[config.mk]
export PLATFORM = sky130hd
export DESIGN_NAME = number_to_pseudoword_top
export DESIGN_NICKNAME = d
export VERILOG_FILES = /design/src/rtl/ntp_pkg.sv /design/src/rtl/number_to_pseudoword_top.sv /design/src/rtl/ntp_div.sv
export SDC_FILE = /design/constraint.sdc
export NUM_CORES = 1
export LEC_CHECK = 0
export BUFFER_PORTS_ARGS = -buffer_cell sky130_fd_sc_hd__buf_2
export CAP_MARGIN = 20
export CORE_MARGIN = 10
export CORE_UTILIZATION = 40
export CTS_CLUSTER_SIZE = 8
export DETAILED_ROUTE_END_ITERATION = 8
export PLACE_DENSITY = 0.66
export SLEW_MARGIN = 30
export SYNTH_ARGS = -nofsm -noshare
export SYNTH_HDL_FRONTEND = slang
export SYNTH_SLANG_ARGS = --single-unit
export TNS_END_PERCENT = 20
[constraint.sdc]
create_clock -name clk -period 16.9 [get_ports clk]
set_input_delay 2.535 -clock clk [delete_from_list [all_inputs] [get_ports clk]]
set_output_delay 2.535 -clock clk [all_outputs]
set_load 0.05 [all_outputs]
[src/rtl/ntp_pkg.sv]
// Shared types, constants and spelling tables for the pseudoword encoder.
package ntp_pkg;

	localparam int NUM_W = 31;
	localparam int CNT_W = $clog2(NUM_W);
	localparam int REM_W = 9;
	localparam logic [REM_W:0] EN_BASE = 10'd330;
	localparam logic [REM_W:0] JP_BASE = 10'd39;
	// reciprocal of 11 scaled by 2^13, exact for values below 330
	localparam logic [9:0] RECIP_11 = 10'd745;
	localparam int RECIP_SH = 13;

	typedef enum logic [1:0] {
		ST_IDLE,
		ST_DIV,
		ST_EMIT
	} state_t;

	typedef struct packed {
		logic             start;
		logic             japanese;
		logic [NUM_W-1:0] dividend;
	} div_ctl_t;

	typedef struct packed {
		logic done;
		logic qzero;
	} div_stat_t;

	// spellings: first letter in the upper byte, zero lower byte for one letter
	function automatic logic [15:0] vowel_sp(input logic [3:0] idx);
		logic [15:0] sp;
		unique case (idx)
			4'd0:    sp = {"a", 8'h00};
			4'd1:    sp = {"y", 8'h00};
			4'd2:    sp = {"u", 8'h00};
			4'd3:    sp = {"o", 8'h00};
			4'd4:    sp = "ar";
			4'd5:    sp = "aw";
			4'd6:    sp = "ee";
			4'd7:    sp = "er";
			4'd8:    sp = "ey";
			4'd9:    sp = "or";
			4'd10:   sp = "oy";
			default: sp = {"a", 8'h00};
		endcase
		return sp;
	endfunction

	function automatic logic [15:0] consonant_sp(input logic [4:0] idx);
		logic [15:0] sp;
		unique case (idx)
			5'd0:    sp = {"b", 8'h00};
			5'd1:    sp = {"d", 8'h00};
			5'd2:    sp = {"f", 8'h00};
			5'd3:    sp = {"g", 8'h00};
			5'd4:    sp = {"j", 8'h00};
			5'd5:    sp = {"k", 8'h00};
			5'd6:    sp = {"l", 8'h00};
			5'd7:    sp = {"m", 8'h00};
			5'd8:    sp = {"n", 8'h00};
			5'd9:    sp = {"p", 8'h00};
			5'd10:   sp = {"r", 8'h00};
			5'd11:   sp = {"s", 8'h00};
			5'd12:   sp = {"t", 8'h00};
			5'd13:   sp = {"v", 8'h00};
			5'd14:   sp = {"w", 8'h00};
			5'd15:   sp = {"z", 8'h00};
			5'd16:   sp = "ch";
			5'd17:   sp = "sh";
			5'd18:   sp = "bl";
			5'd19:   sp = "fl";
			5'd20:   sp = "gl";
			5'd21:   sp = "kl";
			5'd22:   sp = "pl";
			5'd23:   sp = "sk";
			5'd24:   sp = "sl";
			5'd25:   sp = "sm";
			5'd26:   sp = "sn";
			5'd27:   sp = "sp";
			5'd28:   sp = "st";
			5'd29:   sp = "sw";
			default: sp = {"b", 8'h00};
		endcase
		return sp;
	endfunction

	function automatic logic [15:0] syllable_sp(input logic [5:0] idx);
		logic [15:0] sp;
		unique case (idx)
			6'd0:    sp = "wa";
			6'd1:    sp = "ra";
			6'd2:    sp = "ri";
			6'd3:    sp = "ru";
			6'd4:    sp = "re";
			6'd5:    sp = "ro";
			6'd6:    sp = "ya";
			6'd7:    sp = "yu";
			6'd8:    sp = "yo";
			6'd9:    sp = "ma";
			6'd10:   sp = "mi";
			6'd11:   sp = "mu";
			6'd12:   sp = "me";
			6'd13:   sp = "mo";
			6'd14:   sp = "ha";
			6'd15:   sp = "hi";
			6'd16:   sp = "hu";
			6'd17:   sp = "he";
			6'd18:   sp = "ho";
			6'd19:   sp = "na";
			6'd20:   sp = "ni";
			6'd21:   sp = "nu";
			6'd22:   sp = "ne";
			6'd23:   sp = "no";
			6'd24:   sp = "ta";
			6'd25:   sp = "ti";
			6'd26:   sp = "tu";
			6'd27:   sp = "te";
			6'd28:   sp = "to";
			6'd29:   sp = "sa";
			6'd30:   sp = "si";
			6'd31:   sp = "su";
			6'd32:   sp = "se";
			6'd33:   sp = "so";
			6'd34:   sp = "ka";
			6'd35:   sp = "ki";
			6'd36:   sp = "ku";
			6'd37:   sp = "ke";
			6'd38:   sp = "ko";
			default: sp = "wa";
		endcase
		return sp;
	endfunction

endpackage

[src/rtl/number_to_pseudoword_top.sv]
// Top level of the pseudoword encoder: digit sequencer and letter output stage.
// For each digit the divider runs its 31 shifts, the spelling of the digit is loaded, and
// then its letters are emitted. A request yields up to 4 English digits or 6 Japanese
// digits; one request is in flight at a time.
// Reset: arst_n clears the sequencer, divider control and output valid.
module number_to_pseudoword_top
	import ntp_pkg::*;
(
	input  logic             clk,
	input  logic             arst_n,
	input  logic             in_valid,
	output logic             in_ready,
	input  logic [NUM_W-1:0] number,
	input  logic             language,
	output logic             out_valid,
	input  logic             out_ready,
	output logic [7:0]       character,
	output logic             last_char
);

	state_t state_q, state_nxt;

	div_ctl_t         div_ctl;
	div_stat_t        div_stat;
	logic [NUM_W-1:0] quot;
	logic [REM_W-1:0] rem;

	// request-wide state
	logic             jp_q;
	logic             qzero_q;   // this digit is the most significant one

	// letters of the current digit, emitted from the top byte down
	logic [31:0]      letters_q;
	logic [2:0]       nlet_q;

	logic             out_valid_q;
	logic [7:0]       char_q;
	logic             last_q;

	logic             emit;      // move one letter into the output register
	logic             load;      // capture the spellings of a finished digit

	// digit split: consonant = d / 11 by reciprocal, vowel = d - 11 * consonant
	logic [18:0]      prod;
	logic [4:0]       cons_idx;
	logic [REM_W-1:0] c11;
	logic [3:0]       vow_idx;
	logic [15:0]      c_sp, v_sp, s_sp;
	logic [31:0]      letters_nxt;
	logic [2:0]       nlet_nxt;

	ntp_div u_div (
		.clk       (clk),
		.arst_n    (arst_n),
		.ctl       (div_ctl),
		.stat      (div_stat),
		.quotient  (quot),
		.remainder (rem)
	);

	always_comb begin
		prod     = 19'(rem) * 19'(RECIP_11);
		cons_idx = prod[RECIP_SH+4:RECIP_SH];
		c11      = REM_W'({cons_idx, 3'b000}) + REM_W'({cons_idx, 1'b0}) + REM_W'(cons_idx);
		vow_idx  = 4'(rem - c11);
		c_sp     = consonant_sp(cons_idx);
		v_sp     = vowel_sp(vow_idx);
		s_sp     = syllable_sp(rem[5:0]);

		if (jp_q) begin
			letters_nxt = {s_sp, 16'h0000};
			nlet_nxt    = 3'd2;
		end else if (c_sp[7:0] == 8'h00) begin
			letters_nxt = {c_sp[15:8], v_sp, 8'h00};
			nlet_nxt    = (v_sp[7:0] == 8'h00) ? 3'd2 : 3'd3;
		end else begin
			letters_nxt = {c_sp, v_sp};
			nlet_nxt    = (v_sp[7:0] == 8'h00) ? 3'd3 : 3'd4;
		end
	end

	// sequencer: divide, then spell the digit, repeat until the quotient is zero
	always_ff @(posedge clk or negedge arst_n) begin
		if (!arst_n) begin
			state_q <= ST_IDLE;
		end else begin
			state_q <= state_nxt;
		end
	end

	always_comb begin
		state_nxt        = state_q;
		in_ready         = 1'b0;
		load             = 1'b0;
		emit             = 1'b0;
		div_ctl.start    = 1'b0;
		div_ctl.japanese = jp_q;
		div_ctl.dividend = quot;
		unique case (state_q)
			ST_IDLE: begin
				in_ready         = 1'b1;
				div_ctl.japanese = language;
				div_ctl.dividend = number;
				if (in_valid) begin
					div_ctl.start = 1'b1;
					state_nxt     = ST_DIV;
				end
			end
			ST_DIV: begin
				if (div_stat.done) begin
					load      = 1'b1;
					state_nxt = ST_EMIT;
				end
			end
			ST_EMIT: begin
				emit = !out_valid_q || out_ready;
				if (emit && nlet_q == 3'd1) begin
					if (qzero_q) begin
						state_nxt = ST_IDLE;
					end else begin
						div_ctl.start = 1'b1;
						state_nxt     = ST_DIV;
					end
				end
			end
			default: state_nxt = ST_IDLE;
		endcase
	end

	always_ff @(posedge clk) begin
		if (in_valid && in_ready) begin
			jp_q <= language;
		end
		if (load) begin
			letters_q <= letters_nxt;
			nlet_q    <= nlet_nxt;
			qzero_q   <= div_stat.qzero;
		end else if (emit) begin
			letters_q <= {letters_q[23:0], 8'h00};
			nlet_q    <= nlet_q - 1'b1;
		end
		if (emit) begin
			char_q <= letters_q[31:24];
			last_q <= (nlet_q == 3'd1) && qzero_q;
		end
	end

	// output register: while a digit is emitted, refilled when empty or in the cycle the held letter is taken
	always_ff @(posedge clk or negedge arst_n) begin
		if (!arst_n) begin
			out_valid_q <= 1'b0;
		end else if (emit) begin
			out_valid_q <= 1'b1;
		end else if (out_ready) begin
			out_valid_q <= 1'b0;
		end
	end

	assign out_valid = out_valid_q;
	assign character = char_q;
	assign last_char = last_q;

endmodule

[src/rtl/ntp_div.sv]
// Bit-serial restoring divider by 330 or 39, one quotient bit per cycle.
module ntp_div
	import ntp_pkg::*;
(
	input  logic             clk,
	input  logic             arst_n,
	input  div_ctl_t         ctl,
	output div_stat_t        stat,
	output logic [NUM_W-1:0] quotient,
	output logic [REM_W-1:0] remainder
);

	logic [NUM_W-1:0] num_q;
	logic [REM_W-1:0] rem_q;
	logic [CNT_W-1:0] cnt_q;
	logic             busy_q;
	logic             done_q;
	logic             jp_q;

	logic [REM_W:0]   rem_sh;
	logic [REM_W:0]   base;
	logic             ge;
	logic [REM_W-1:0] rem_nxt;

	always_comb begin
		base    = jp_q ? JP_BASE : EN_BASE;
		rem_sh  = {rem_q, num_q[NUM_W-1]};
		ge      = (rem_sh >= base);
		rem_nxt = ge ? REM_W'(rem_sh - base) : rem_sh[REM_W-1:0];
	end

	always_ff @(posedge clk or negedge arst_n) begin
		if (!arst_n) begin
			busy_q <= 1'b0;
			done_q <= 1'b0;
			cnt_q  <= '0;
		end else begin
			done_q <= 1'b0;
			if (ctl.start) begin
				busy_q <= 1'b1;
				cnt_q  <= '0;
			end else if (busy_q) begin
				cnt_q <= cnt_q + 1'b1;
				if (cnt_q == CNT_W'(NUM_W - 1)) begin
					busy_q <= 1'b0;
					done_q <= 1'b1;
				end
			end
		end
	end

	// datapath, no reset
	always_ff @(posedge clk) begin
		if (ctl.start) begin
			num_q <= ctl.dividend;
			rem_q <= '0;
			jp_q  <= ctl.japanese;
		end else if (busy_q) begin
			num_q <= {num_q[NUM_W-2:0], ge};
			rem_q <= rem_nxt;
		end
	end

	assign quotient   = num_q;
	assign remainder  = rem_q;
	assign stat.done  = done_q;
	assign stat.qzero = (num_q == '0);

endmodule
==> results.txt, run 1 <==
initial core utilization = 0.4035
CP startpoint kind = flip-flop
TritonCTS clock tree = built
post-synth top area cell = edfxtp_1
fin crit share = 0.4840
Setup Fix Bufs, Post-CTS = 0
Critical Path RT = 16.98 ns
Setup CP Type = flip-flop to flip-flop
Hold Path End = character[2]
GRT overflow = 0
Least-Margin Pin Slew = 0.8556 ns
share of cells above drive strength 1 = 0.1243
vias in the first global route = 5592
# diodes = 0
hpwl dp = 12680 microns
GPL Wtd Cong = 0.9296
share of the synthesized area in the top cell type = 0.2836
Total GRT Usage = 0.1434
final wirelength = 17310 microns
first-pass GRT wire length = 28480 microns
Worst slew margin = 0.4255
fillcell total = 1679
Nets = 883
clk_skew = 0.01529 ns
TritonCTS Buffers = 9
arrival time at the worst endpoint = 8.26 ns
hold depth = 0
Reg clk slew, reported paths = 0.08 ns
crit-path max cell delay = 0.71 ns
fraction of registers with async set/reset = 0.1042
Multi-input gate area = 4184 sq um
Syn Inst Count = 721
Netlist Area Pre-Place = 7199 sq um
post-synthesis sequential area ratio = 0.3684
Setup crit end kind = flip-flop
Mapped Avg Cell Area = 9.985 sq um
post-route minimum period = 8.180 ns
DR vias = 5594
worst skew pair latency = 0.36 ns
chip width = 154.2 microns
Worst Path Buf+Inv = 3
HP Start = letters_q[26]
Yosys reg bits = 96
EDFF count, synth = 68
RSZ-0062 raised after global routing = no
# IOs = 47
status = completed
Final Hold Violating Endpoints = 0
Max Cap Viol = 0
final-report setup violation count = 0
Area Overhead vs Synth = 10.31%
synth unique cells = 78
Critical R2R Capture = nlet_q[0]
Slowest-stage cell, CP = dfxtp_1
CTS Sinks = 96
Die Area = 23770 sq um
pin count of the biggest net entering global routing = 40
Primary FF master, synth = edfxtp_1
first-iteration detailed-routing DRC count = 508
Clock Tree Root = clkbuf_16
post-cts repair resize count = 0
final slew viol count = 0
core area = 17840 sq um
DR DRC count = 0
H-tree Lvls = 3
FF-to-FF Start = u_div.remainder[3]
antenna viol nets, final = 0
initial antenna violation count = 0
Port Buf Inserts = 45
main area contributors after synthesis = edfxtp_1 (28%), ha_1 (13%), fa_1 (6.7%), dfxtp_1 (5.0%), a22o_1 (3.9%)
crit-path max FO = 12
worst hold path type = flip-flop to flip-flop
Reg2Reg Depth = 25
Max Clock Freq = 0.1223 GHz
setup slack, reg-to-reg = 8.72 ns
Clock Tree Buf Depth = 2
Seq. cell area = 2653 sq um
Setup TNS = 0 ns
yosys warns = 0
TritonRoute pass-1 iters = 6
Post-CTS Hold Buffers = 0
syn nets = 853
DIE HEIGHT = 154.2 microns
wire length per cell = 17.57 microns
Std-Cell Rows = 49
Crit path max-delay family = adder cells
via/cell ratio = 5.679
[logic make-up (layout without fill, tap and decap cells)]
kind of cell	after synthesis	after routing	synth area share
other cells	1	1	0.0005209
fa+ha+maj	96	96	0.1919
buf+inv	97	132	0.05248
xor+xnor	23	23	0.02798
flops	96	96	0.3684
simple gates	196	196	0.1345
compound gates	197	197	0.2028
mux	15	15	0.02138
[worst max-delay path by stage]
stage / endpoint / cells past startpoint / slack [ns] / from
finish: nlet_q[0] / 25 / 8.72 / u_div.remainder[3]
global route: nlet_q[2] / 25 / 8.35 / u_div.remainder[3]
CTS: nlet_q[0] / 25 / 8.80 / u_div.remainder[3]
detailed placement: nlet_q[0] / 25 / 8.84 / u_div.remainder[3]
global placement: nlet_q[2] / 25 / 8.99 / u_div.remainder[3]
floorplan: nlet_q[2] / 26 / 9.71 / u_div.remainder[5]
[per-stage QoR]
stage,instances,hold WS [ns],util,instance area (sq um),setup WS [ns]
CTS,985,0.4233,0.4451,7941,8.803
global route,985,0.4325,0.4451,7941,8.353
floorplan,721,0.4003,-,7199,9.708
global placement,969,0.4048,0.4285,7645,8.986
detailed placement,969,0.4066,0.4285,7645,8.840
finish,985,0.4224,0.4451,7941,8.720
[cells in the mapped netlist, drive strengths merged, types with 7 or more instances]
cell and instances:
nor4 10, a22o 32, dfrtp 10, inv 63
nand2b 9, nand2 50, a21o 10, buf 9
xor2 10, edfxtp 68, nor2 51, a21oi 32
mux2i 12, dfxtp 18, ha 72, a31oi 8
and2 7, o21ai 40, and3 7, a211oi 7
nor3 14, clkbuf 25, xnor2 13, fa 24
nand3 18
[final cells by class]
class	instances	area share
Clock inverter	7	0.008981
Multi-Input combinational cell	528	0.5269
Tap cell	229	0.03608
Timing Repair Buffer	53	0.03592
Clock buffer	9	0.02836
Inverter	63	0.02978
Sequential cell	96	0.3340
[per-layer routing]
layer,GRT usage,vias up,share of wire
met1,0.1919,2700,0.47
met4,0.03239,0,0.0085
met3,0.02566,7,0.043
li1,-,2732,-
met5,0,-,0
met2,0.2349,155,0.48
[sequential cells by signal, indices dropped and copies added (netlist names), 2 cells and up]
signal,cells
nlet_q,3
state_q,2
s_sp,9
letters_q,24
u_div.remainder,9
u_div.cnt_q,5
u_div.quotient,31
character,6
[placed cells by master, fill, tap and decap left out, types with 6 or more instances in the layout]
cell type   n
xnor2_1    13
and2_1      7
and3_1      7
buf_2      45
edfxtp_1   68
inv_1      61
nand2b_1    9
a21oi_1    31
a31oi_1     8
a21o_1     10
nand2_1    50
nor2_1     51
nand4_1     6
fa_1       24
xor2_1     10
clkbuf_16   9
dfxtp_1    18
nor3_1     13
o211ai_1    6
nand3_1    18
o21ai_0    38
ha_1       72
a22o_1     32
mux2i_1    12
nor4_1     10
dfrtp_1    10
buf_4       8
Power of run 1 is left out: the tool's default activity adds up to more than one toggle a clock period on the data nets, which glitch-free logic cannot reach.
==> run 2: changes to the inputs <==
--- a/config.mk
+++ b/config.mk
@@ -11,7 +11,7 @@
 export CORE_UTILIZATION = 40
 export CTS_CLUSTER_SIZE = 8
 export DETAILED_ROUTE_END_ITERATION = 8
-export PLACE_DENSITY = 0.66
+export PLACE_DENSITY = 0.68
 export SLEW_MARGIN = 30
 export SYNTH_ARGS = -nofsm -noshare
 export SYNTH_HDL_FRONTEND = slang
==> constraint.sdc (replaced) <==
create_clock -name clk -period 6.9 [get_ports clk]
set_input_delay 1.035 -clock clk [delete_from_list [all_inputs] [get_ports clk]]
set_output_delay 1.035 -clock clk [all_outputs]
set_load 0.05 [all_outputs]
==> run 2 against run 1 <==
Compared with the run above: sequential share of layout area decreased by 1.1 points; critical path depth did not move; count of clock-buffer cells in the layout unchanged; largest cell class unchanged.
==> results.txt, run 2 (synthesized netlist as in run 1, its figures left out) <==
GRT overflow = 0 (unchanged)
pin count of the biggest net entering global routing = 40 (unchanged)
Post-CTS Hold Buffers = 0 (unchanged)
crit-path max FO = 6 (was 12)
Port Buf Inserts = 45 (unchanged)
Final Hold Violating Endpoints = 0 (unchanged)
CTS Sinks = 96 (unchanged)
wire length per cell = 17.31 microns (was 17.57 microns)
Area Overhead vs Synth = 14.77% (was 10.31%)
final-report setup violation count = 0 (unchanged)
hpwl dp = 13180 microns (was 12680 microns)
Total GRT Usage = 0.1452 (was 0.1434)
# IOs = 47 (unchanged)
DIE HEIGHT = 154.2 microns (unchanged)
arrival time at the worst endpoint = 6.76 ns (was 8.26 ns)
first-iteration detailed-routing DRC count = 532 (was 508)
setup slack, reg-to-reg = 0.26 ns (was 8.72 ns)
worst skew pair latency = 0.36 ns (about the same)
clk_skew = 0.007870 ns (was 0.01529 ns)
TritonRoute pass-1 iters = 5 (was 6)
DR DRC count = 0 (unchanged)
CP startpoint kind = flip-flop (unchanged)
Nets = 917 (was 883)
share of cells above drive strength 1 = 0.1810 (was 0.1243)
max reg flops = 31 (unchanged)
initial antenna violation count = 0 (unchanged)
worst hold path type = flip-flop to flip-flop (unchanged)
fin crit share = 0.9618 (was 0.4840)
final slew viol count = 0 (unchanged)
Seq. cell area = 2669 sq um (was 2653 sq um)
TritonCTS Buffers = 9 (unchanged)
Max Clock Freq = 0.1507 GHz (was 0.1223 GHz)
final wirelength = 17640 microns (was 17310 microns)
via/cell ratio = 5.601 (was 5.679)
Multi-input gate area = 4243 sq um (was 4184 sq um)
H-tree Lvls = 3 (unchanged)
placed cell count = 997 (was 969)
antenna viol nets, final = 0 (unchanged)
most frequent cells in the layout = ha_1 (70), edfxtp_1 (68), inv_1 (61) (was ha_1 (72), edfxtp_1 (68), inv_1 (61))
Critical R2R Capture = nlet_q[2] (was nlet_q[0])
non-filler cells in the finished layout = 1019 (was 985)
status = completed (unchanged)
vias in the first global route = 5520 (was 5592)
dpl ws = 0.04521 ns (was 8.840 ns)
Worst slew margin = 0.4373 (was 0.4255)
HP Start = letters_q[25] (was letters_q[26])
Setup crit end kind = flip-flop (unchanged)
Die Area = 23770 sq um (unchanged)
Hold Path End = character[1] (was character[2])
chip width = 154.2 microns (unchanged)
fillcell total = 1656 (was 1679)
FF-to-FF Start = u_div.remainder[6] (was u_div.remainder[3])
Least-Margin Pin Slew = 0.8410 ns (was 0.8556 ns)
Setup CP Type = flip-flop to flip-flop (unchanged)
most common cell after layout, fill and taps aside = ha_1 (unchanged)
post-route minimum period = 6.636 ns (was 8.180 ns)
TritonCTS clock tree = built (unchanged)
core area = 17840 sq um (unchanged)
Reg2Reg Depth = 25 (unchanged)
Reg clk slew, reported paths = 0.07 ns (was 0.08 ns)
Clock Tree Root = clkbuf_16 (unchanged)
Std-Cell Rows = 49 (unchanged)
Clock Tree Buf Depth = 2 (unchanged)
Critical Path RT = 7.02 ns (was 16.98 ns)
DR vias = 5707 (was 5594)
hold depth = 0 (unchanged)
initial core utilization = 0.4035 (unchanged)
first-pass GRT wire length = 28790 microns (was 28480 microns)
GPL Wtd Cong = 0.9236 (was 0.9296)
# diodes = 0 (unchanged)
Max Cap Viol = 0 (unchanged)
Setup WS post-layout = 0.2639 ns (was 8.720 ns)
## run 2: per-stage QoR
| step | utilization | hold slack (ns) | setup TNS [ns] | cell area [sq um] |
|---|---|---|---|---|
| after floorplan | - | 0.4003 | 0 | 7217 |
| after global placement | 0.4413 | 0.4061 | 0 | 7873 |
| after detailed placement | 0.4413 | 0.4173 | 0 | 7873 |
| after CTS | 0.4574 | 0.4347 | 0 | 8160 |
| after global routing | 0.4631 | 0.4413 | -0.005229 | 8263 |
| final | 0.4631 | 0.4300 | 0 | 8263 |
## run 2: how the worst max path moves through the flow
stage | from | endpoint | slack (ns)
after floorplan | u_div.remainder[6] | nlet_q[2] | 0.02
after global placement | u_div.remainder[3] | nlet_q[2] | 0.20
after detailed placement | u_div.remainder[3] | nlet_q[2] | 0.05
after CTS | u_div.remainder[3] | nlet_q[2] | 0.05
after global routing | u_div.remainder[6] | nlet_q[2] | -0.005
final | u_div.remainder[6] | nlet_q[2] | 0.26
## run 2: repair_timing
| item | in CTS | in global routing |
|---|---|---|
| resized for setup | 0 | 12 |
| endpoints found under the setup margin | 0 | 5 |
| buffers inserted | 0 | 6 |
## run 2: cell type report
type | instances | area share
Tap cell | 229 | 0.03468
Multi-Input combinational cell | 528 | 0.5135
Clock buffer | 9 | 0.02726
Sequential cell | 96 | 0.3230
Timing Repair Buffer | 87 | 0.06541
Inverter | 63 | 0.02862
Clock inverter | 7 | 0.007571
## run 2: routing by layer
metal  up-vias  routed length [microns]  GRT usage
li1       2794                        -          -
met1      2745                     8050     0.1909
met2       140                     8399     0.2355
met3        28                      762    0.02650
met4         0                      426    0.04633
met5         -                        0          0
## run 2: critical path, cell delays in order (launching register included)
cell and delay (ns):
dfxtp_4 0.37, fa_1 0.54, inv_1 0.05, fa_1 0.47, fa_1 0.54, inv_1 0.04, ha_1 0.30, ha_1 0.29
buf_4 0.16, a221o_1 0.39, o21a_4 0.23, o311ai_4 0.31, inv_2 0.07, ha_1 0.29, fa_2 0.34, xnor2_1 0.18
xnor2_1 0.09, and3_1 0.19, o211a_1 0.24, o21a_1 0.19, or2_4 0.27, mux2i_2 0.20, nand3_1 0.11, ha_1 0.19
nor3b_2 0.16, a21o_1 0.18
Power of run 2 is left out for the same reason.
==> run 3: changes to the inputs <==
==> constraint.sdc (replaced) <==
create_clock -name clk -period 5.8 [get_ports clk]
set_input_delay 0.87 -clock clk [delete_from_list [all_inputs] [get_ports clk]]
set_output_delay 0.87 -clock clk [all_outputs]
set_load 0.05 [all_outputs]
==> run 3 against run 2 <==
Compared with the run above: the run now ends with setup timing left; die area unchanged; worst hold slack worse by 0.061 ns; critical path type unchanged; utilization rose by 3.6 points; global-route usage grew 0.99 points; via count is 4.9% higher; maximum frequency is 3.2% higher.
==> results.txt, run 3 (synthesized netlist as in run 1, its figures left out) <==
# IOs = 47 (unchanged)
core area = 17840 sq um (unchanged)
RSZ-0062 raised after global routing = yes
initial antenna violation count = 0 (unchanged)
GRT overflow = 0 (unchanged)
Max Clock Freq = 0.1555 GHz (was 0.1507 GHz)
TritonCTS Buffers = 9 (unchanged)
pin count of the biggest net entering global routing = 35 (was 40)
worst hold path type = primary input to async pin (was flip-flop to flip-flop)
Port Buf Inserts = 45 (unchanged)
Seq. cell area = 2679 sq um (was 2669 sq um)
DIE HEIGHT = 154.2 microns (unchanged)
share of cells above drive strength 1 = 0.2672 (was 0.1810)
TritonCTS clock tree = built (unchanged)
fin crit share = 1.108 (was 0.9618)
chip width = 154.2 microns (unchanged)
final slew viol count = 0 (unchanged)
vias in the first global route = 5983 (was 5520)
initial core utilization = 0.4035 (unchanged)
most common cell after layout, fill and taps aside = buf_4 (was ha_1)
crit-path max FO = 5 (was 6)
DR DRC count = 0 (unchanged)
CTS Sinks = 96 (unchanged)
Clock Tree Buf Depth = 2 (unchanged)
Setup WS post-layout = -0.6292 ns (was 0.2639 ns)
H-tree Lvls = 3 (unchanged)
Critical Path RT = 5.92 ns (was 7.02 ns)
Max Cap Viol = 0 (unchanged)
dpl ws = -0.6875 ns (was 0.04521 ns)
Multi-input gate area = 4454 sq um (was 4243 sq um)
hpwl dp = 13900 microns (was 13180 microns)
Reg2Reg Depth = 25 (unchanged)
post-route minimum period = 6.429 ns (was 6.636 ns)
fillcell total = 1574 (was 1656)
Hold Slack = 0.3694 ns (was 0.4300 ns)
GRT Max-Usage Layer = met2 (unchanged)
antenna viol nets, final = 0 (unchanged)
CP startpoint kind = flip-flop (unchanged)
first-pass GRT wire length = 30560 microns (was 28790 microns)
Nets = 969 (was 917)
Die Area = 23770 sq um (unchanged)
Global Route met2 Usage = 0.2594 (was 0.2355)
GPL Wtd Cong = 0.9070 (was 0.9236)
Total GRT Usage = 0.1551 (was 0.1452)
arrival time at the worst endpoint = 6.55 ns (was 6.76 ns)
# diodes = 0 (unchanged)
failing checks = setup timing
via/cell ratio = 5.587 (was 5.601)
Setup crit end kind = flip-flop (unchanged)
M3 GR Usage = 0.03347 (was 0.02650)
wire length per cell = 17.16 microns (was 17.31 microns)
clk_skew = 0.01045 ns (was 0.007870 ns)
max reg flops = 31 (unchanged)
first-iteration detailed-routing DRC count = 399 (was 532)
final wirelength = 18380 microns (was 17640 microns)
Area Overhead vs Synth = 23.77% (was 14.77%)
Post-CTS Hold Buffers = 0 (unchanged)
final-report setup violation count = 19 (was 0)
worst skew pair latency = 0.36 ns (about the same)
DR vias = 5984 (was 5707)
Setup CP Type = flip-flop to flip-flop (unchanged)
met1 GRT Util = 0.1989 (was 0.1909)
Clock Tree Root = clkbuf_16 (unchanged)
Std-Cell Rows = 49 (unchanged)
status = finished with violations (was completed)
Least-Margin Pin Slew = 0.8730 ns (was 0.8410 ns)
Final Hold Violating Endpoints = 0 (unchanged)
TritonRoute pass-1 iters = 5 (unchanged)
Worst slew margin = 0.4159 (was 0.4373)
Reg clk slew, reported paths = 0.07 ns (about the same)
most frequent cells in the layout = buf_4 (89), edfxtp_1 (68), ha_1 (62) (was ha_1 (70), edfxtp_1 (68), inv_1 (61))
==> run 3: repair_timing <==
action | CTS | global route
pin swaps | 7 | 3
setup endpoints to repair | 19 | 19
buffers inserted | 7 | 2
cloned | 0 | 0
gates resized for setup | 24 | 9
==> run 3: final cells by class <==
cell class | instances | share of cell area
multi-input combinational | 528 | 0.4999
sequential | 96 | 0.3006
timing repair buffer | 139 | 0.1066
tap | 229 | 0.03215
inverter | 63 | 0.02654
clock buffer | 9 | 0.02527
clock inverter | 7 | 0.008986
==> run 3: final timing paths <==
check,slack [ns],start,end
max in group asynchronous,5.21,arst_n,u_div.cnt_q[2]
worst min-delay path,0.37,arst_n,out_valid
worst max register to register,-0.63,u_div.remainder[4],nlet_q[2]
worst max-delay path,-0.63,u_div.remainder[4],nlet_q[2]
min in group clk,0.42,letters_q[29],character[5]
worst min register to register,0.42,letters_q[29],character[5]
==> run 3: worst max-delay path: stages, from the launching register on <==
cell and delay (ns):
dfxtp_4 0.36, fa_1 0.59, ha_4 0.22, fa_1 0.49, inv_2 0.04, fa_1 0.49, inv_2 0.05, ha_4 0.20
a21o_1 0.18, a221o_1 0.38, o21a_4 0.24, o311ai_4 0.24, inv_2 0.09, ha_4 0.25, fa_2 0.37, xnor2_2 0.15
xnor2_1 0.13, and3_1 0.17, o211a_1 0.25, o21a_1 0.20, or2_4 0.29, a22oi_2 0.21, nand3_2 0.10, ha_2 0.18
nor3b_4 0.15, a21o_1 0.18
==> run 3: stage by stage <==
stage | area (sq um) | TNS [ns] | utilization | cells
3_5_place_dp | 8392 | -6.762 | 0.4704 | 1046
5_1_grt | 8911 | -10.04 | 0.4995 | 1071
2_1_floorplan | 7381 | -7.152 | - | 721
4_1_cts | 8851 | -4.991 | 0.4961 | 1069
6_report | 8911 | -6.173 | 0.4995 | 1071
3_3_place_gp | 8392 | -5.186 | 0.4704 | 1046
==> run 3: layer usage <==
layer	vias to the layer above	share of wire
li1	2909	-
met1	2897	0.44
met2	155	0.49
met3	23	0.048
met4	0	0.016
met5	-	0
Power of run 3 is left out for the same reason.
